**config.mk**
```make
export PLATFORM = sky130hd
export DESIGN_NAME = mbd_scan
export DESIGN_NICKNAME = d
export VERILOG_FILES = /design/src/rtl/core/mbd_pkg.sv /design/src/rtl/core/mbd_scan.sv
export SDC_FILE = /design/constraint.sdc
export NUM_CORES = 1
export LEC_CHECK = 0
export BUFFER_PORTS_ARGS = -buffer_cell sky130_fd_sc_hd__buf_4
export CORE_MARGIN = 2
export CORE_UTILIZATION = 30
export DETAILED_ROUTE_END_ITERATION = 12
export SLEW_MARGIN = 30
export SYNTH_ARGS = -nofsm -noshare
export SYNTH_HDL_FRONTEND = slang
export SYNTH_SLANG_ARGS = --single-unit
```
**constraint.sdc**
```tcl
create_clock -name clk -period 2.78 [get_ports clk]
set_input_delay 0.695 -clock clk [delete_from_list [all_inputs] [get_ports clk]]
set_output_delay 0.695 -clock clk [all_outputs]
set_load 0.05 [all_outputs]
```
**src/rtl/core/mbd_pkg.sv**
```systemverilog
// Shared types and constants of the mipmap 2x2 box downsampler.
// No dependencies; every other file of the block imports this package.
`default_nettype none

package mbd_pkg;

	// Fixed field widths
	localparam int unsigned BYTE_W   = 8;
	localparam int unsigned LANES    = 4;
	localparam int unsigned PSUM_W   = BYTE_W + 1;
	localparam int unsigned DIM_W    = 11;
	localparam int unsigned COLLAST_W = DIM_W + 1;
	localparam int unsigned IDX_W    = DIM_W - 1;
	localparam int unsigned BPP_W    = 3;
	localparam int unsigned CFG_IDX_W  = 2;
	localparam int unsigned CFG_DATA_W = DIM_W;

	// Output height limit (fixed, not a parameter)
	localparam logic [DIM_W-1:0] MAX_OUT_HEIGHT = 11'd1024;

	// Configuration register indexes
	localparam logic [CFG_IDX_W-1:0] REG_OUT_WIDTH  = 2'd0;
	localparam logic [CFG_IDX_W-1:0] REG_OUT_HEIGHT = 2'd1;
	localparam logic [CFG_IDX_W-1:0] REG_BPP        = 2'd2;

	// One pixel: four channel bytes, lane c at bits [8c+7:8c]
	typedef logic [LANES-1:0][BYTE_W-1:0] pix_t;

	// One line-buffer entry: four 9-bit horizontal pair sums
	typedef logic [LANES-1:0][PSUM_W-1:0] pair_t;

	// Decoded configuration handed to the datapath
	typedef struct packed {
		logic [COLLAST_W-1:0] col_last;
		logic [DIM_W-1:0]     row_last;
		logic [LANES-1:0]     ch_en;
	} cfg_t;

	// Scan position of the pixel now at the input
	typedef struct packed {
		logic [IDX_W-1:0] idx;
		logic             odd_col;
		logic             odd_row;
		logic             row_end;
		logic             last_row;
	} scan_t;

endpackage

`default_nettype wire

```
**src/rtl/core/mbd_scan.sv**
```systemverilog
// Source column and row counters of the downsampler raster scan.
// Depends on mbd_pkg.
`default_nettype none

module mbd_scan import mbd_pkg::*; (
	input  wire logic clk,
	input  wire logic arst_n,
	input  wire logic step,
	input  cfg_t      cfg_dec,
	output scan_t     pos
);

	logic [DIM_W-1:0] col_q;
	logic [DIM_W-1:0] row_q;

	// Position decode; ends are taken as reached or passed
	always_comb begin
		pos.idx      = col_q[DIM_W-1:1];
		pos.odd_col  = col_q[0];
		pos.odd_row  = row_q[0];
		pos.row_end  = {1'b0, col_q} >= cfg_dec.col_last;
		pos.last_row = row_q >= cfg_dec.row_last;
	end

	// Advance one pixel per accepted word, wrap at row and level end
	always_ff @(posedge clk or negedge arst_n) begin
		if (!arst_n) begin
			col_q <= '0;
			row_q <= '0;
		end else if (step) begin
			if (pos.row_end) begin
				col_q <= '0;
				row_q <= pos.last_row ? '0 : row_q + 11'd1;
			end else begin
				col_q <= col_q + 11'd1;
			end
		end
	end

endmodule

`default_nettype wire

```
After elaboration in Yosys (flattened, before gate mapping)
Cells that the tools add are included.
{"block": "classes", "mux": 2, "reduce_logical": 1, "mul": 0, "n_bitwise": 0, "magnitude_cmp": 2, "eq_ne": 0, "div_mod_pow": 0, "shifts": 0, "add_sub_neg": 2}
{"op": "11-bit by 1-bit adder with 11-bit output, second input constant", "n": 2}
{"op": "11-bit 2-to-1 mux", "n": 2}
{"op": "11-bit by 12-bit greater-or-equal comparator with 1-bit output", "n": 1}
{"op": "11-bit greater-or-equal comparator", "n": 1}
{"op": "2-bit AND reduction", "n": 1}
{"block": "totals", "word_cells": 9, "latchBits": 0, "rom_bits": 0, "out_inout_bits": 14, "mem_count": 0, "ff_bits": 22, "input_bits": 30, "mem_bits_rw": 0}

Longest topological paths before layout
{"block": "depth", "depth_word": 2, "mapped_depth": 9, "mapped_depth_nobuf": 8}

Least setup slack after synthesis
Ideal clock, no wire load.
{"block": "synth_path", "kind": "input -> output", "from": "input port cfg_dec[14] (netlist name)", "to": "output port pos[0] (netlist name)", "path_stages": 7, "required_time_ns": 2.085, "t_arrival_ns": 2.091, "setup_slack_ns": -0.006, "cell_sequence": "inv_1 ha_1 nand4_1 nor4_1 nor2_2 buf_6 inv_1"}
{"item": "from (decl)", "line": "mbd_scan.sv:9", "rtl": "input cfg_t cfg_dec,"}
{"item": "to (decl)", "line": "mbd_scan.sv:10", "rtl": "output scan_t pos"}

==> key figures <==
Timing
  • Clock Skew: 5.34 ps
  • Max Clk Rate: 367 MHz
  • Final Cycle Share: between 90% and 100%
  • Hold_ws: 306 ps
  • Post-layout min period: around 2700 ps
  • Final number of hold-violating endpoints: 0
  • Relative slew slack: 78.4%
  • Pins Over Slew Limit: 0
  • Setup Viol. Count Final: 0
  • Worst Tran Pin Value: 321 ps
  • Final setup TNS: 0 ps
  • Setup ws final: 53.5 ps

Finish
  • Most common cell after layout, fill and taps aside: buf_4
  • Most frequent cells in the layout: buf_4, inv_1, dfrtp_1, ha_1, nand2_1
  • N_diodes: 0
  • Nets: 306
  • Share of cells above drive strength 1: about a third
  • Layout area overhead: 26.9%
  • Non-filler cells in the finished layout: 326

Hold path
  • Worst Hold Class: in2async

Critical path
  • Worst setup EP type: output pin
  • CP delay by family, top: buffers and inverters
  • Crit-path slowest cell: a2111oi_4
  • CP bufs+invs: 4
  • Worst endpoint required time: 2090 ps
  • Critical path type: in2out
  • Critical path fanouts, max: 2
  • CP cell instances: buf_4 > inv_1 > ha_4 > a2111oi_4 > nor4_4 > nor2_4 > clkinvlp_4 > buf_8
  • Slowest stage delay, CP: 400 ps
  • Startpoint types: input port
  • Critical Path AT: 2030 ps

Place
  • GPL Wtd Cong: 0.783
  • Placed cell count: 322
  • DP HPWL: 3060 um
  • Port Buffers: 39
  • Pre-CTS setup slack: -78.0 ps

Yosys
  • Yosys cell types: 45
  • Synth Net Count: 263
  • Synth async-reset ratio: between 90% and 100%
  • Yosys Warn Count: 0
  • Register area share after synthesis: 29.3%
  • Number of flops mapped to enable cells by yosys: 0
  • Synth Area per Inst: 9.00 um^2
  • Ys flop type: dfrtp_1
  • #FFs+latches synth: 22
  • Mapped Cells: 209
  • Synthesized area: between 1500 and 2000 um^2

Power
  • Leakage power: 0.00115 uW
  • Maximum VDD drop: 0.449 mV
  • Overall power: 1590 uW
  • Pwr/cell area: 666 nW/um^2

CTS
  • Skew-Pair Late Insertion Delay: 260 ps
  • Max Buffers Root-to-Sink: 2
  • CTS tree: built
  • Reg clk slew, reported paths: 80 ps
  • H-tree Lvls: 1
  • Post-CTS setup buffers: 0
  • Clock sinks: 22
  • Inserted Clock Buffers: 3
  • Clock root buffer: clkbuf_8

Global route
  • Antenna violations before repair: 0
  • Gr usage total: about an eighth
  • Largest net degree at the start of global routing: 23
  • Vias in the first global route: 1,556
  • Grt total ovfl: 0
  • First-pass GRT wire length: between 6000 and 7000 um

Detailed routing
  • Post-DRT Antenna Nets: 0
  • 1st-iter DRT viols: between 60 and 70
  • WL final: 4000 um
  • Drt drc: 0
  • Router iterations before antenna repair: 4
  • DR WL/cell: 12.3 um
  • DR vias: roughly 1,600
  • Drt via density: 4.82

Status
  • Status: finished, final reports clean

Die
  • DIE HEIGHT: 83.2 um
  • # IOs: 44
  • Core area: about 6000 um^2
  • Die Footprint: 6920 um^2
  • Row count: 28
  • Starting density of the core: 31.4%
  • Die width: 83.2 um

Run
  • Max-capacitance violation count: 0
[stage by stage]
step                util (%)  cell area (um^2)
floorplan                  -              1890
global placement        37.8              2260
detailed placement      37.8              2260
CTS                     39.1              2340
global route            39.9              2390
finish                  39.9              2390
[area by class of cell]
type	count	area (um^2)
Fill cell	623	3600
Inverter	34	131
Clock buffer	4	55.1
Tap cell	75	93.8
Timing Repair Buffer	43	334
Sequential cell	22	551
Multi-Input combinational cell	148	1220
[final timing paths]
check / startpoint / to / cells after the start / slack [ps]
max: cfg_dec[5] / pos[0] / 8 / 50
max reg2reg: row_q[0] / row_q[10] / 9 / 630
min: arst_n / col_q[5] / 1 / 310
min in group clk: col_q[5] / col_q[5] / 1 / 580
min reg2reg: col_q[5] / col_q[5] / 1 / 580
max in group asynchronous: arst_n / row_q[6] / 1 / 2240
[routing by layer]
layer / track usage (%) / share of wire (%) / up-vias / wire, um
met5: 0 / 0 / - / 0
met4: 1.34 / 0.62 / 0 / 25
met3: 2.68 / 3.0 / 6 / 122
met2: 19.5 / 48 / 19 / 1930
met1: 15.9 / 48 / 740 / 1930
li1: - / - / 807 / -
[state kept, by name, summed over array words and instances, names as in the netlist]
name   flops
col_q     11
row_q     11
[cells in the mapped netlist (2+ instances only)]
cell | instances | area, um^2
xnor2_1 | 4 | 35.0
ha_1 | 24 | 300
nand2_1 | 17 | 63.8
o21ai_0 | 3 | 15.0
nand3_1 | 14 | 70.1
a21oi_2 | 7 | 61.3
nor3_1 | 4 | 20.0
nand2b_1 | 4 | 25.0
a21o_1 | 4 | 30.0
inv_1 | 34 | 128
a21oi_1 | 13 | 65.1
o2bb2ai_1 | 3 | 26.3
dfrtp_1 | 22 | 551
buf_6 | 3 | 33.8
nand4_1 | 4 | 25.0
o22ai_2 | 7 | 87.6
nor2b_1 | 2 | 12.5
o21ai_1 | 6 | 30.0
nor2_1 | 6 | 22.5
and3_1 | 3 | 18.8
[power by group]
| group | switching, uW | leakage (uW) | internal [uW] | total, uW |
|---|---|---|---|---|
| Sequential | 125 | 0.000256 | 405 | 530 |
| Clock | 108 | 0.0000288 | 126 | 234 |
| Combinational | 494 | 0.000870 | 333 | 828 |
[worst reg2reg max path, delay by kind of cell (launching register included)]
| kind | cells | cell delay [ps] |
|---|---|---|
| compound gates | 2 | 570 |
| fa+ha+maj | 1 | 190 |
| buf+inv | 2 | 310 |
| flops | 1 | 390 |
| simple gates | 4 | 610 |
[cell families (layout without fill, tap and decap cells)]
kind of cell	after synthesis	after routing	synth area share, %
buf+inv	39	81	9.18
mux	1	1	0.532
compound gates	54	54	24.1
xor+xnor	5	5	2.33
flops	22	22	29.3
fa+ha+maj	24	24	16.0
simple gates	64	64	18.7
[what timing repair did]
action / CTS / global route
hold buffers: 0 / 0
endpoints found under the hold margin: 0 / 0
gates resized for setup: 4 / 7
setup endpoints to repair: 1 / 1
gates cloned: 0 / 0
pin swaps: 4 / 4
No activity file was read; power rests on OpenSTA's default activity.
