### config.mk
export PLATFORM = sky130hd
export DESIGN_NAME = mbd_cfg_regs_flat
export DESIGN_NICKNAME = d
export VERILOG_FILES = /design/src/rtl/core/mbd_pkg.sv /design/src/rtl/core/mbd_if.sv /design/src/rtl/core/mbd_cfg_regs.sv /design/src/flat_wrapper.sv
export SDC_FILE = /design/constraint.sdc
export NUM_CORES = 1
export LEC_CHECK = 0
export ABC_AREA = 1
export BUFFER_PORTS_ARGS = -buffer_cell sky130_fd_sc_hd__buf_2
export CAP_MARGIN = 25
export CORE_ASPECT_RATIO = 1.2
export CORE_MARGIN = 2
export CORE_UTILIZATION = 54
export DETAILED_ROUTE_END_ITERATION = 8
export PLACE_DENSITY = 0.81
export RECOVER_POWER = 100
export SLEW_MARGIN = 25
export SYNTH_ARGS = -nofsm -noshare
export SYNTH_HDL_FRONTEND = slang
export SYNTH_SLANG_ARGS = --single-unit
### constraint.sdc
create_clock -name clk -period 2.99 [get_ports clk]
set_input_delay 0.299 -clock clk [delete_from_list [all_inputs] [get_ports clk]]
set_output_delay 0.299 -clock clk [all_outputs]
set_load 0.02 [all_outputs]
### src/rtl/core/mbd_pkg.sv
// Shared types and constants of the mipmap 2x2 box downsampler.
// No dependencies; every other file of the block imports this package.
`default_nettype none

package mbd_pkg;

	// Fixed field widths
	localparam int unsigned BYTE_W   = 8;
	localparam int unsigned LANES    = 4;
	localparam int unsigned PSUM_W   = BYTE_W + 1;
	localparam int unsigned DIM_W    = 11;
	localparam int unsigned COLLAST_W = DIM_W + 1;
	localparam int unsigned IDX_W    = DIM_W - 1;
	localparam int unsigned BPP_W    = 3;
	localparam int unsigned CFG_IDX_W  = 2;
	localparam int unsigned CFG_DATA_W = DIM_W;

	// Output height limit (fixed, not a parameter)
	localparam logic [DIM_W-1:0] MAX_OUT_HEIGHT = 11'd1024;

	// Configuration register indexes
	localparam logic [CFG_IDX_W-1:0] REG_OUT_WIDTH  = 2'd0;
	localparam logic [CFG_IDX_W-1:0] REG_OUT_HEIGHT = 2'd1;
	localparam logic [CFG_IDX_W-1:0] REG_BPP        = 2'd2;

	// One pixel: four channel bytes, lane c at bits [8c+7:8c]
	typedef logic [LANES-1:0][BYTE_W-1:0] pix_t;

	// One line-buffer entry: four 9-bit horizontal pair sums
	typedef logic [LANES-1:0][PSUM_W-1:0] pair_t;

	// Decoded configuration handed to the datapath
	typedef struct packed {
		logic [COLLAST_W-1:0] col_last;
		logic [DIM_W-1:0]     row_last;
		logic [LANES-1:0]     ch_en;
	} cfg_t;

	// Scan position of the pixel now at the input
	typedef struct packed {
		logic [IDX_W-1:0] idx;
		logic             odd_col;
		logic             odd_row;
		logic             row_end;
		logic             last_row;
	} scan_t;

endpackage

`default_nettype wire

### src/rtl/core/mbd_if.sv
// Channel interfaces of the mipmap 2x2 box downsampler: source pixels,
// averaged result pixels and configuration writes. Depends on mbd_pkg.
`default_nettype none


interface mbd_cfg_if import mbd_pkg::*; ();
	logic                  valid;
	logic                  ready;
	logic [CFG_IDX_W-1:0]  index;
	logic [CFG_DATA_W-1:0] data;

	modport source (output valid, index, data, input ready);
	modport sink   (input valid, index, data, output ready);
endinterface

`default_nettype wire

### src/rtl/core/mbd_cfg_regs.sv
// Configuration registers of the downsampler and their clamped decode.
// Depends on mbd_pkg and mbd_cfg_if.
`default_nettype none

module mbd_cfg_regs import mbd_pkg::*; #(
	parameter int unsigned MAX_OUT_WIDTH = 1024
) (
	input  wire logic clk,
	input  wire logic arst_n,
	mbd_cfg_if.sink   cfg,
	output cfg_t      cfg_dec
);

	// Width limit as it fits the 11-bit register
	localparam logic [DIM_W-1:0] WIDTH_LIM =
		(MAX_OUT_WIDTH > 2047) ? 11'd2047 : DIM_W'(MAX_OUT_WIDTH);

	logic [DIM_W-1:0] out_width_q;
	logic [DIM_W-1:0] out_height_q;
	logic [BPP_W-1:0] bpp_q;
	logic             wr;
	logic [DIM_W-1:0] w_clamp;
	logic [DIM_W-1:0] h_clamp;
	logic [BPP_W-1:0] nch;

	assign cfg.ready = 1'b1;
	assign wr        = cfg.valid;

	// Register writes; unknown indexes are dropped
	always_ff @(posedge clk or negedge arst_n) begin
		if (!arst_n) begin
			out_width_q  <= 11'd1;
			out_height_q <= 11'd1;
			bpp_q        <= 3'd4;
		end else if (wr) begin
			unique case (cfg.index)
				REG_OUT_WIDTH:  out_width_q  <= cfg.data;
				REG_OUT_HEIGHT: out_height_q <= cfg.data;
				REG_BPP:        bpp_q        <= cfg.data[BPP_W-1:0];
				default:        ;
			endcase
		end
	end

	// Clamp dimensions to [1, limit] and channel count to 4
	always_comb begin
		if (out_width_q == '0)
			w_clamp = 11'd1;
		else if (out_width_q > WIDTH_LIM)
			w_clamp = WIDTH_LIM;
		else
			w_clamp = out_width_q;

		if (out_height_q == '0)
			h_clamp = 11'd1;
		else if (out_height_q > MAX_OUT_HEIGHT)
			h_clamp = MAX_OUT_HEIGHT;
		else
			h_clamp = out_height_q;

		nch = (bpp_q > 3'd4) ? 3'd4 : bpp_q;

		cfg_dec.col_last = {w_clamp, 1'b0} - 12'd1;
		cfg_dec.row_last = {h_clamp[DIM_W-2:0], 1'b0} - 11'd1;
		for (int c = 0; c < LANES; c++)
			cfg_dec.ch_en[c] = (BPP_W'(c) < nch);
	end

endmodule

`default_nettype wire

### src/flat_wrapper.sv
// flat-port wrapper written by rule: the top's interface ports become plain ports
module mbd_cfg_regs_flat import mbd_pkg::*;
#(
	parameter int unsigned MAX_OUT_WIDTH = 1024
)
  (clk, arst_n, cfg_dec, cfg_valid, cfg_index, cfg_data, cfg_ready);
  mbd_cfg_if cfg_i ();
  input  wire logic clk;
  input  wire logic arst_n;
  output cfg_t cfg_dec;
  input wire logic [$bits(cfg_i.valid)-1:0] cfg_valid;
  input wire logic [$bits(cfg_i.index)-1:0] cfg_index;
  input wire logic [$bits(cfg_i.data)-1:0] cfg_data;
  output wire logic [$bits(cfg_i.ready)-1:0] cfg_ready;
  assign cfg_i.valid = cfg_valid;
  assign cfg_i.index = cfg_index;
  assign cfg_i.data = cfg_data;
  assign cfg_ready = cfg_i.ready;
  mbd_cfg_regs #(.MAX_OUT_WIDTH(MAX_OUT_WIDTH)) u_core (.clk(clk), .arst_n(arst_n), .cfg(cfg_i), .cfg_dec(cfg_dec));
endmodule
# --- Yosys cells after proc, flatten, opt, wreduce, memory -nomap -nowiden ---
# Cells that the tools add are included.
word_totals:
  out_inout_bits: 28
  reg_bits: 25
classes:
  n_addsub: 2
  order_cmp: 7
  reduce_logical: 6
  eq_ne: 2
  mux: 5
ops:
  columns: ["op", "n"]
  rows:
  - ["> comparator 11 bit, second input constant", 2]
  - ["logical NOT 11 bit", 2]
  - ["2-to-1 mux 11 bit", 2]
  - ["2-to-1 mux 10 bit", 2]
  - ["subtractor 12 x 1 -> 12 bit, second input constant", 1]
  - ["subtractor 11 x 1 -> 11 bit, second input constant", 1]
  - ["< comparator 1 x 3 -> 1 bit, first input constant", 2]
  - ["< comparator 2 x 3 -> 1 bit, first input constant", 2]
  - ["AND reduction 2 bit", 3]
  - ["> comparator 3 bit, second input constant", 1]
  - ["2-to-1 mux 3 bit", 1]
  - ["== test 2 x 1 -> 1 bit, second input constant", 1]
  - ["== test 2 bit, second input constant", 1]
  - ["logical NOT 2 bit", 1]

# --- Longest topological paths before layout ---
# Gate-level depths: netlist of the first run.
logic_depth:
  word_depth: 4
  depth_mapped: 13

# --- Worst setup path before layout of the first run ---
# Ideal clock, no wire load.
synth_timing:
  path_type: "reg-to-output"
  from: "reg u_core.out_width_q[0]"
  to: "out cfg_dec[22] (netlist name)"
  stages_incl_launch_ff: 11
  path_slack_ns: 0.692
  t_arrival_ns: 1.999
  path_cell_list: "dfstp_2 > nor2_1 > nand2_1 > nor2_2 > nand2_2 > nand2_4 > a21boi_2 > ha_1 > nand2_1 > nor2_4 > xor2_1"
synth_lines:
  columns: ["item", "line_no", "text"]
  rows:
  - ["from (decl)", "mbd_cfg_regs.sv:18", "logic [DIM_W-1:0] out_width_q;"]
  - ["from (signal assigned)", "mbd_cfg_regs.sv:37", "REG_OUT_WIDTH: out_width_q <= cfg.data;"]
  - ["to (decl)", "flat_wrapper.sv:10", "output cfg_t cfg_dec;"]

==> results of run 1 <==
[cells in the final DEF (no fill, tap or decap), types with 4 or more instances in the layout]
cell type  Yosys  layout
nor2_1        20      21
dfrtp_1       22      22
clkbuf_1       5      19
xor2_1        10      10
nand2_2        4       4
nand3_1        8       8
o21ai_0       30      30
buf_2          0      21
nand2_1       68      68
inv_1         23      23
[power by group through the flow]
| stage | logic (mW) | registers, mW | clock network (mW) |
|---|---|---|---|
| 6_report | 0.604 | 0.461 | 0.144 |
| 5_1_grt | 0.684 | 0.472 | 0.164 |
| 4_1_cts | 0.634 | 0.461 | 0.147 |
| 3_5_place_dp | 0.630 | 0.467 | 0 |
| 3_3_place_gp | 0.619 | 0.466 | 0 |
| 2_1_floorplan | 0.482 | 0.450 | 0 |
[worst paths after layout]
path	endpoint	cells after the start
min	u_core.out_width_q[10]$_DFFE_PN0P_	3
max reg2reg	u_core.out_width_q[0]$_DFFE_PN1P_	2
max	cfg_dec[26]	12
min in group asynchronous	u_core.bpp_q[1]$_DFFE_PN0P_	2
min reg2reg	u_core.bpp_q[1]$_DFFE_PN0P_	2
max in group asynchronous	u_core.out_height_q[9]$_DFFE_PN0P_	2
[flip-flops by register name, summed over array words and instances, names as in the netlist]
name                 cells
u_core.bpp_q             3
u_core.out_width_q      11
u_core.out_height_q     11
[critical path, delay by kind of cell, from the launching register on]
kind	cells	cell delay (ns)
simple gates	9	0.80
fa+ha+maj	1	0.22
buf+inv	1	0.15
compound gates	1	0.23
flops	1	0.60
[logic make-up (layout without fill, tap and decap cells)]
kind of cell,count (synthesis),after routing,synth area share
XOR/XNOR,12,12,0.0649
adder cells (fa/ha/maj),2,2,0.0155
flip-flops,25,25,0.389
buffers and inverters,34,70,0.0958
AND/OR/NAND/NOR,108,108,0.292
AO/OA/AOI/OAI,40,40,0.141
other,1,3,0.00232
[area by class of cell]
| type | instances | area (sq um) | area share |
|---|---|---|---|
| clock buffers | 3 | 22.5 | 0.0123 |
| well taps | 34 | 42.5 | 0.0233 |
| repair buffers | 41 | 186 | 0.102 |
| flip-flops and latches | 25 | 629 | 0.345 |
| clock inverters | 1 | 5.00 | 0.00274 |
| multi-input cells | 165 | 840 | 0.460 |
| inverters | 25 | 98.8 | 0.0542 |
[per-layer routing]
metal / GRT usage / vias to the layer above / part of all wire
met5: 0 / - / 0
met2: 0.367 / 25 / 0.49
met4: 0.0469 / 0 / 0.0094
met1: 0.260 / 657 / 0.47
met3: 0.0350 / 2 / 0.036
li1: - / 762 / -
[repair_timing]
item                                   4_1_cts  5_1_grt
endpoints found under the hold margin       22        0
hold buffers                                 1        0
setup endpoints to repair                    0        0
==> flow_metrics.py, run 1 <==
metrics = {
    "placed_design": {
        "place_congestion": 0.744,
        "hpwlAfterDp_um": 2420,
        "dp_cells": 289,
        "portBuffers": 40,
        "dp_slack_ns": 0.729,
        "place_area_sq_um": 1810,
    },
    "clocking": {
        "clk_latency_ns": 0.31,
        "clkSinkCount": 25,
        "ctsLongestPathBuffers": 2,
        "path_clk_slew_ns": 0.13,
        "htreeDepth": 1,
        "cts_tree": "done",
        "cts_setup_buffers": 0,
        "clock-root-buffer": "clkbuf_4",
        "numCtsBuffers": 3,
        "post_cts_resized": 0,
    },
    "timing": {
        "max_slew.worst_pin.slew_ns": 1.27,
        "tns_ns": 0,
        "holdWs_ns": 0.242,
        "slew_violations": 0,
        "setup_viol": 0,
        "maxSlewHeadroom": 0.150,
        "period_minus_slack_ns": 2.63,
        "period_share": 0.879,
        "hold_viol": 0,
        "finalClockSkew_ns": 0,
        "rsz0062_at_grt": "no",
        "fmax_ghz": 0.381,
        "finalWorstSetupSlack_ns": 0.362,
    },
    "die": {
        "io_pins": 44,
        "initial_utilization": 0.571,
        "die_x_um": 54.0,
        "die_area_sq_um": 3450,
        "die_y_um": 64.0,
        "core_sq_um": 2840,
        "rows": 21,
    },
    "route": {
        "drt_iter0_markers": 26,
        "via_per_inst": 4.92,
        "wl_per_cell_um": 10.5,
        "vias": 1446,
        "drtAntennaViolNets": 0,
        "dr.pass1.iters": 5,
        "drt-total-wl_um": 3100,
        "drc": 0,
    },
    "finish": {
        "syn2layout_area_growth_pct": 12.7,
        "nets": 279,
        "antenna_cells": 0,
        "drive_gt1_frac": 0.165,
        "fillCellCount": 284,
        "final_area_sq_um": 1820,
        "stdcell_count": 294,
        "final_util": 0.643,
    },
    "grt": {
        "grt_pass1_wl_um": 5490,
        "antenna_found_initial": 0,
        "grt_pass1_vias": 1334,
        "grt_overflow": 0,
        "track_usage": 0.209,
        "grt_max_degree": 26,
    },
    "power": {
        "power_mw": 1.21,
        "leakagePower_nw": 0.949,
        "comb_power_share": 0.500,
        "power_report.internal_total_mw": 0.644,
        "seq_power_share": 0.381,
        "peakVddDrop_mv": 0.428,
        "switching_power_mw": 0.565,
        "cellPowerDensity_nw_per_um2": 663,
        "netSwitchingFraction": 0.467,
        "p_clk_frac": 0.119,
    },
    "synth": {
        "syn_inst": 222,
        "synthTopCellsByCount": "68 x nand2_1, 30 x o21ai_0, 23 x inv_1, 22 x dfrtp_1, 20 x nor2_1",
        "synth_area_per_cell_sq_um": 7.29,
        "synth_largest_area_cell": "dfrtp_1",
        "synth_edf_count": 0,
        "yosysMostFrequentCell": "nand2_1",
        "synth_top_area_frac": 0.340,
        "ys_ff_latch": 25,
        "ys.flop_type": "dfrtp_1",
        "synthArstFlopShare": 1.00,
        "ys_warn_count": 0,
        "ys_types": 29,
        "seq_area_frac_synth": 0.389,
        "synth.area.top_cells": "dfrtp_1 34%, nand2_1 16%, o21ai_0 9.3%, xor2_1 5.4%, inv_1 5.3%",
        "syn_area_sq_um": 1620,
    },
    "setup_path": {
        "slowest_delay_ns": 0.60,
        "crit_start": "u_core.out_width_q[0]$_DFFE_PN1P_",
        "reg2reg_from": "u_core.out_width_q[0]$_DFFE_PN1P_",
        "cp-start-kind": "flip-flop",
        "crit_fanout": 14,
        "cp_cell_sequence": "nor2_1, nand2_1, nor2_1, nand2_2, nand2_4, a21boi_2, ha_1, nand2_1, nor2_4, nand3_1, nand2_1, buf_2",
        "critical_path.endpoint_type": "output pin",
        "path_class": "reg2out",
        "cp_common_cell": "nand2_1",
        "crit_slowest_cell": "dfstp_1",
        "r2r_slack_ns": 2.14,
        "worstPathRequired_ns": 2.69,
        "arrival_ns": 2.33,
    },
    "status": {
        "status": "completed",
    },
    "worst_hold_path": {
        "hold_path_class": "in2reg",
        "holdCritStartpoint": "cfg_data[10]",
    },
    "job": {
        "max-cap-violations": 0,
    },
}
(Power assumes the default switching activity.)
==> run 2: changes to the inputs <==
==> constraint.sdc (replaced) <==
create_clock -name clk -period 3.1 [get_ports clk]
set_input_delay 0.31 -clock clk [delete_from_list [all_inputs] [get_ports clk]]
set_output_delay 0.31 -clock clk [all_outputs]
set_load 0.02 [all_outputs]
==> flow_metrics.py, run 2 (synthesis results as in run 1) <==
metrics = {
    "placed_design": {
        "place_congestion": 0.744,
        "hpwlAfterDp_um": 2430,
        "dp_slack_ns": 0.827,
        "place_area_sq_um": 1810,
        "portBuffers": 40,
    },
    "die": {
        "rows": 21,
        "io_pins": 44,
        "core_sq_um": 2840,
        "die_x_um": 54.0,
        "initial_utilization": 0.571,
        "die_area_sq_um": 3450,
        "die_y_um": 64.0,
    },
    "setup_path": {
        "worstPathRequired_ns": 2.79,
        "arrival_ns": 2.39,
        "crit_fanout": 14,
        "cp-start-kind": "flip-flop",
        "critical_path.endpoint_type": "output pin",
        "path_class": "reg2out",
    },
    "timing": {
        "maxSlewHeadroom": 0.156,
        "fmax_ghz": 0.370,
        "slew_violations": 0,
        "finalClockSkew_ns": 0,
        "period_share": 0.872,
        "setup_viol": 0,
        "period_minus_slack_ns": 2.70,
        "max_slew.worst_pin.slew_ns": 1.27,
        "hold_viol": 0,
        "tns_ns": 0,
        "finalWorstSetupSlack_ns": 0.396,
        "rsz0062_at_grt": "no",
    },
    "clocking": {
        "ctsHoldBuffers": 1,
        "clock-root-buffer": "clkbuf_4",
        "cts_setup_buffers": 0,
        "cts_tree": "done",
        "clk_latency_ns": 0.31,
        "post_cts_resized": 0,
        "htreeDepth": 1,
        "numCtsBuffers": 3,
        "ctsLongestPathBuffers": 2,
        "path_clk_slew_ns": 0.13,
        "clkSinkCount": 25,
    },
    "grt": {
        "track_usage": 0.208,
        "grt_max_degree": 26,
        "grt_pass1_vias": 1336,
        "grt_pass1_wl_um": 5470,
        "antenna_found_initial": 0,
        "grt_overflow": 0,
    },
    "route": {
        "drt-total-wl_um": 3080,
        "via_per_inst": 4.91,
        "drc": 0,
        "dr.pass1.iters": 4,
        "drtAntennaViolNets": 0,
        "wl_per_cell_um": 10.5,
        "drt_iter0_markers": 33,
        "vias": 1444,
    },
    "finish": {
        "reg_top3": "u_core.out_height_q (11), u_core.out_width_q (11), u_core.bpp_q (3)",
        "syn2layout_area_growth_pct": 12.5,
        "final_area_sq_um": 1820,
        "nets": 279,
        "final_cell_mix": "68 x nand2_1, 30 x o21ai_0, 23 x inv_1",
        "drive_gt1_frac": 0.158,
        "antenna_cells": 0,
        "final_common_cell": "nand2_1",
    },
    "status": {
        "status": "completed",
    },
    "power": {
        "cellPowerDensity_nw_per_um2": 639,
        "leakagePower_nw": 0.943,
        "peakVddDrop_mv": 0.421,
    },
    "job": {
        "max-cap-violations": 0,
    },
    "worst_hold_path": {
        "hold_path_class": "in2reg",
    },
}
-- run 2: cell count changes in the layout (fill, tap and decap cells not counted), sizes merged --
| cell | change |
|---|---|
| clkbuf | +2 |
| buf | -2 |
-- run 2: power breakdown --
group	switching (mW)	internal, mW	total [mW]	leakage (nW)
Clock	0.0923	0.0482	0.141	0.0177
Sequential	0.0629	0.381	0.444	0.305
Combinational	0.390	0.190	0.580	0.619
Total	0.545	0.619	1.16	0.943
-- run 2: layout make-up --
class / count / area [sq um]
clock buffers: 3 / 22.5
clock inverters: 1 / 5.00
repair buffers: 41 / 184
multi-input cells: 165 / 840
well taps: 34 / 42.5
flip-flops and latches: 25 / 629
fillers: 283 / 1020
inverters: 25 / 98.8
-- run 2: per-stage QoR --
stage                      util  power (mW)  hold WS [ns]  cells
after global routing      0.642        1.27         0.250    294
after CTS                 0.652        1.20         0.244    294
after floorplan               -       0.899        0.0144    224
final                     0.642        1.16         0.248    294
after detailed placement  0.639        1.06         0.321    289
after global placement    0.639        1.05         0.318    289
-- run 2: routing by layer --
metal,vias to the layer above,track usage,wire (um)
met5,-,0,0
met4,0,0.0656,31
met1,652,0.261,1420
met2,29,0.355,1520
met3,2,0.0350,106
li1,761,-,-
-- run 2: path summary, 6_finish.rpt --
path / to / slack, ns / cells after the start / from
setup / recovery: cfg_dec[22] / 0.40 / 11 / u_core.out_width_q[0]$_DFFE_PN1P_
hold / removal: u_core.out_width_q[10]$_DFFE_PN0P_ / 0.25 / 3 / cfg_data[10]
setup reg to reg: u_core.out_width_q[0]$_DFFE_PN1P_ / 2.25 / 2 / u_core.out_width_q[0]$_DFFE_PN1P_
hold reg to reg: u_core.out_height_q[7]$_DFFE_PN0P_ / 0.51 / 2 / u_core.out_height_q[7]$_DFFE_PN0P_
max in group asynchronous: u_core.out_width_q[8]$_DFFE_PN0P_ / 1.57 / 2 / arst_n
min in group asynchronous: u_core.bpp_q[1]$_DFFE_PN0P_ / 0.79 / 2 / arst_n
-- run 2: worst max-delay path, cell delays in order (launching register included) --
cell      delay (ns)
dfstp_1         0.60
nor2_1          0.05
nand2_1         0.06
nor2_1          0.05
nand2_2         0.08
nand2_4         0.12
a21boi_2        0.23
ha_1            0.22
nand2_1         0.12
nor2_4          0.15
xor2_1          0.15
clkbuf_1        0.24
